## src/rtl/bbp_pkg.sv

```systemverilog
// Shared types and constants for the bimodal branch predictor.
`timescale 1ns / 1ps
package bbp_pkg;

    localparam int ADDR_W          = 32;
    localparam int CNT_W           = 8;
    localparam int CFG_W           = 4;
    localparam int TOTAL_W         = 32;
    localparam int MOD_STEPS       = 3;
    localparam int MOD_STEP_W      = 2;
    localparam int TABLE_ENTRIES_DEF = 1024;
    localparam logic [CFG_W-1:0] CNT_BITS_RESET = CFG_W'(2);
    localparam logic [CFG_W-1:0] CNT_BITS_MIN   = CFG_W'(1);
    localparam logic [CFG_W-1:0] CNT_BITS_MAX   = CFG_W'(8);

    typedef struct packed {
        logic [ADDR_W-1:0] branch_address;
        logic              taken;
    } bbp_item_t;

    typedef struct packed {
        logic               predicted_taken;
        logic               correct;
        logic [TOTAL_W-1:0] branch_count;
        logic [TOTAL_W-1:0] mispredict_count;
        logic [TOTAL_W-1:0] correct_count;
    } bbp_result_t;

    typedef struct packed {
        logic load;
        logic mod_step;
        logic clear_step;
        logic update;
    } bbp_cmd_t;

    typedef struct packed {
        logic clear_last;
        logic mod_last;
    } bbp_sts_t;

endpackage

```

## src/rtl/bbp_ctrl.sv

```systemverilog
// Control state machine that sequences table clearing, indexing and update.
`timescale 1ns / 1ps
module bbp_ctrl #(
    parameter int TABLE_ENTRIES = bbp_pkg::TABLE_ENTRIES_DEF
) (
    input  logic              clk,
    input  logic              rst_n,
    input  logic              start,
    input  bbp_pkg::bbp_sts_t sts,
    output bbp_pkg::bbp_cmd_t cmd,
    output logic              busy
);
    import bbp_pkg::*;

    localparam bit IS_POW2 = (TABLE_ENTRIES & (TABLE_ENTRIES - 1)) == 0;

    typedef enum logic [2:0] {
        ST_CLEAR,
        ST_IDLE,
        ST_MOD,
        ST_READ,
        ST_UPDATE
    } state_t;

    state_t state_reg, state_next;
    logic   busy_reg;

    always_comb
    begin
        state_next     = state_reg;
        cmd            = '0;
        case (state_reg)
            ST_CLEAR:
            begin
                cmd.clear_step = 1'b1;
                if (sts.clear_last)
                begin
                    state_next = ST_IDLE;
                end
            end
            ST_IDLE:
            begin
                if (start)
                begin
                    cmd.load   = 1'b1;
                    state_next = IS_POW2 ? ST_READ : ST_MOD;
                end
            end
            ST_MOD:
            begin
                cmd.mod_step = 1'b1;
                if (sts.mod_last)
                begin
                    state_next = ST_READ;
                end
            end
            ST_READ:
            begin
                state_next = ST_UPDATE;
            end
            ST_UPDATE:
            begin
                cmd.update = 1'b1;
                state_next = ST_IDLE;
            end
            default:
            begin
                state_next = ST_IDLE;
            end
        endcase
    end

    always_ff @(posedge clk or negedge rst_n)
    begin
        if (!rst_n)
        begin
            state_reg <= ST_CLEAR;
            busy_reg  <= 1'b1;
        end
        else
        begin
            state_reg <= state_next;
            busy_reg  <= (state_next != ST_IDLE);
        end
    end

    assign busy = busy_reg;

endmodule

```

## config.mk

```make
export PLATFORM = sky130hd
export DESIGN_NAME = bbp_ctrl
export DESIGN_NICKNAME = d
export VERILOG_FILES = /design/src/rtl/bbp_pkg.sv /design/src/rtl/bbp_ctrl.sv
export SDC_FILE = /design/constraint.sdc
export NUM_CORES = 1
export LEC_CHECK = 0
export BUFFER_PORTS_ARGS = -buffer_cell sky130_fd_sc_hd__buf_2
export CORE_AREA = 2 2 39 41
export DETAILED_ROUTE_END_ITERATION = 16
export DIE_AREA = 0 0 41 43
export GPL_TIMING_DRIVEN = 0
export PLACE_DENSITY = 0.39
export SYNTH_ARGS = -nofsm -noshare
export SYNTH_HDL_FRONTEND = slang
export SYNTH_SLANG_ARGS = --single-unit
```

## constraint.sdc

```tcl
create_clock -name clk -period 0.95 [get_ports clk]
set_input_delay 0.0475 -clock clk [delete_from_list [all_inputs] [get_ports clk]]
set_output_delay 0.0475 -clock clk [all_outputs]
set_load 0.005 [all_outputs]
```

==> metrics.cfg <==
[synthesis]
synthesis.area_sq_um = 215
synth_xor_area_share_pct = 0
synth_simple_gate_area_share_pct = 40.7
yosysUniqueCellTypes = 13
synth_top_area_share_pct = 34.9
synth_top_area_cell = dfrtp_1
synth_cells = 21
yosys_warnings = 0
synth_mux_area_share_pct = 0
syn_avg_cell_area_sq_um = 10.2
synth_top_family_by_area = simple AND/OR/NAND/NOR gates
synthAdderAreaFrac_pct = 0
synth_area_leaders = dfrtp_1, dfstp_2, nand2b_1
synth_fp_nets = 26
seq_area_frac_synth_pct = 47.1
synth-seq-cells = 4
synth_compound_area_share_pct = 6.98

[setup_path]
worst-path-buf-inv = 1
cp_max_fo = 4
path_class = flop to output pin
crit_chain = nor4bb_2 > buf_2
critical-path-top-delay-family = flip-flops
worst-r2r-cell-count = 4
critPathRequiredTime_ps = 900
reg2reg_to = state_reg[0]$_DFF_PN0_
slowest_stage = dfrtp_2
r2r_slack_ps = -140
cp_num_cells = 2
critPathCaptureType = output pin
start_kind = flop
arrival_ps = 1090
cpPeakStageDelay_ps = 420
reg2reg_from = state_reg[1]$_DFF_PN0_

[routing]
vias = 229
first_pass_iters = 3
wl_per_cell_um = 10.6
via_per_inst = 3.95
drc = 0
drt_iter0_drc = 2
routed_wl_um = 615
drtAntennaViolNets = 0

[grt]
grt-ovfl-total = 0
grt_max_degree = 8
antenna_found_initial = 0
grt_pass1_wl_um = 855
grt_pass1_vias = 206
grt_use_total_pct = 7.96

[power]
p_leak_nw = 0.203
power_density_nw_per_um2 = 2990
peakVddDrop_mv = 0.885
power_mw = 1.25

[finish]
drive_above_1_share_pct = 71.4
areaGrowthSynthToFinish_pct = 93.6
utilization_pct = 30.1
diodes = 0
largest_reg_flops = 3
finish.net_count = 48
nFillCells = 144
fin_area_sq_um = 417

[sta]
finalHoldViolations = 0
period_minus_slack_ps = 1140
max_freq_mhz = 876
setup_viol = 6
slew_viol_final = 0
fin_crit_sh_pct = 120
finClkSkew_ps = 3.55
relSlewSlack_pct = 86.2
rsz0062_at_grt = yes
timing.final.ws_setup_ps = -192
tightest_slew_ps = 204

[floorplan]
die_width_um = 41
dieArea_sq_um = 1760
fp.dieH_um = 43
pin_count = 10
rows = 14
core_area_sq_um = 1380
start_util_pct = 15.6

[cts]
clkSinkCount = 4
cts_root_buffer = clkbuf_4
clock_path_buffers = 2
cts_tree = built
cts.htree.levels = 1
insertion_delay_ps = 240
clkSlewWorstSetupHoldPaths_ps = 40
numCtsBuffers = 3

[status]
run_status = finished, violations left
violations = negative setup slack

[hold_path]
hp-class = primary input to flop
holdCritStartpoint = start
holdPathEnd = state_reg[1]$_DFF_PN0_
hold_depth = 3

[placed_design]
dp_slack_ps = -67.3
place_congestion = 0.704
placed_area_sq_um = 280
port_buffers = 9

[run]
maxCapViolCount = 0

-- timing repair --
item                                    CTS  global route
resized for setup                         2             9
pin swaps                                 2             3
hold buffers                              1             0
endpoints found under the setup margin    5             7
hold endpoints to repair                  4             0
setup buffers                             5             2
gates cloned                              0             0
-- report_power, final --
group	switching (mW)	total, mW	internal (mW)
registers	0.0567	0.325	0.268
logic	0.269	0.690	0.421
clock network	0.0747	0.233	0.158
-- cells by family (layout without fill, tap and decap cells) --
| family | count (synthesis) | after routing |
|---|---|---|
| simple gates | 13 | 13 |
| flops | 4 | 4 |
| compound gates | 3 | 3 |
| buf+inv | 1 | 22 |
-- metal layers --
| layer | up-vias | GRT usage [%] | part of all wire, % | wire length (um) |
|---|---|---|---|---|
| li1 | 116 | - | - | - |
| met4 | 0 | 10.0 | 2.3 | 14 |
| met2 | 8 | 9.06 | 48 | 297 |
| met1 | 103 | 9.45 | 44 | 269 |
| met5 | - | 0 | 0 | 0 |
| met3 | 2 | 3.14 | 5.4 | 33 |
-- through the flow --
| stage | hold slack [ps] | setup TNS (ps) | instances |
|---|---|---|---|
| 5_1_grt | 102 | -1140 | 58 |
| 2_1_floorplan | -248 | 0 | 21 |
| 3_5_place_dp | -143 | -67.3 | 46 |
| 6_report | 94.9 | -850 | 58 |
| 4_1_cts | 78.0 | -885 | 56 |
| 3_3_place_gp | -144 | -53.2 | 46 |
-- cell usage after synthesis (all sizes together) --
cell type / count
nand2b: 4
a21oi: 3
dfrtp: 3
nor2: 2
nor3: 2
and3b: 1
buf: 1
dfstp: 1
nand3b: 1
nor3b: 1
nor4bb: 1
or2: 1
-- how the worst max path moves through the flow --
stage,from,endpoint
3_5_place_dp,state_reg[1]$_DFF_PN0_,state_reg[0]$_DFF_PN0_
2_1_floorplan,state_reg[1]$_DFF_PN0_,state_reg[0]$_DFF_PN0_
3_3_place_gp,state_reg[1]$_DFF_PN0_,state_reg[0]$_DFF_PN0_
4_1_cts,state_reg[1]$_DFF_PN0_,cmd[3]
6_report,state_reg[1]$_DFF_PN0_,cmd[3]
5_1_grt,state_reg[1]$_DFF_PN0_,cmd[3]
-- cells in the final DEF, fill, tap and decap left out --
cell type,instances
clkbuf_4,3
a21oi_2,2
and3b_1,1
a21oi_1,1
buf_4,4
nor3_2,2
or2_1,1
nand3b_1,1
dlygate4sd3_1,1
dfrtp_1,1
nor3b_1,1
dfrtp_2,2
dfstp_2,1
nor2_1,2
clkbuf_1,1
nand2b_4,2
buf_6,4
nand2b_1,2
buf_2,9
nor4bb_2,1
-- worst reg2reg max path, stage by stage (launching register included) --
cell and delay (ps):
dfrtp_2 420, buf_4 160, nor3_2 140, a21oi_1 50
or2_1 200
-- cell type report --
cell class / count / area (sq um) / share of cell area (%)
multi-input combinational: 16 / 136 / 32.7
timing repair buffer: 17 / 119 / 28.5
sequential: 4 / 104 / 24.9
clock buffer: 4 / 26.3 / 6.31
tap: 16 / 20.0 / 4.80
buffer: 1 / 11.3 / 2.70
No activity file was read; power rests on OpenSTA's default activity.
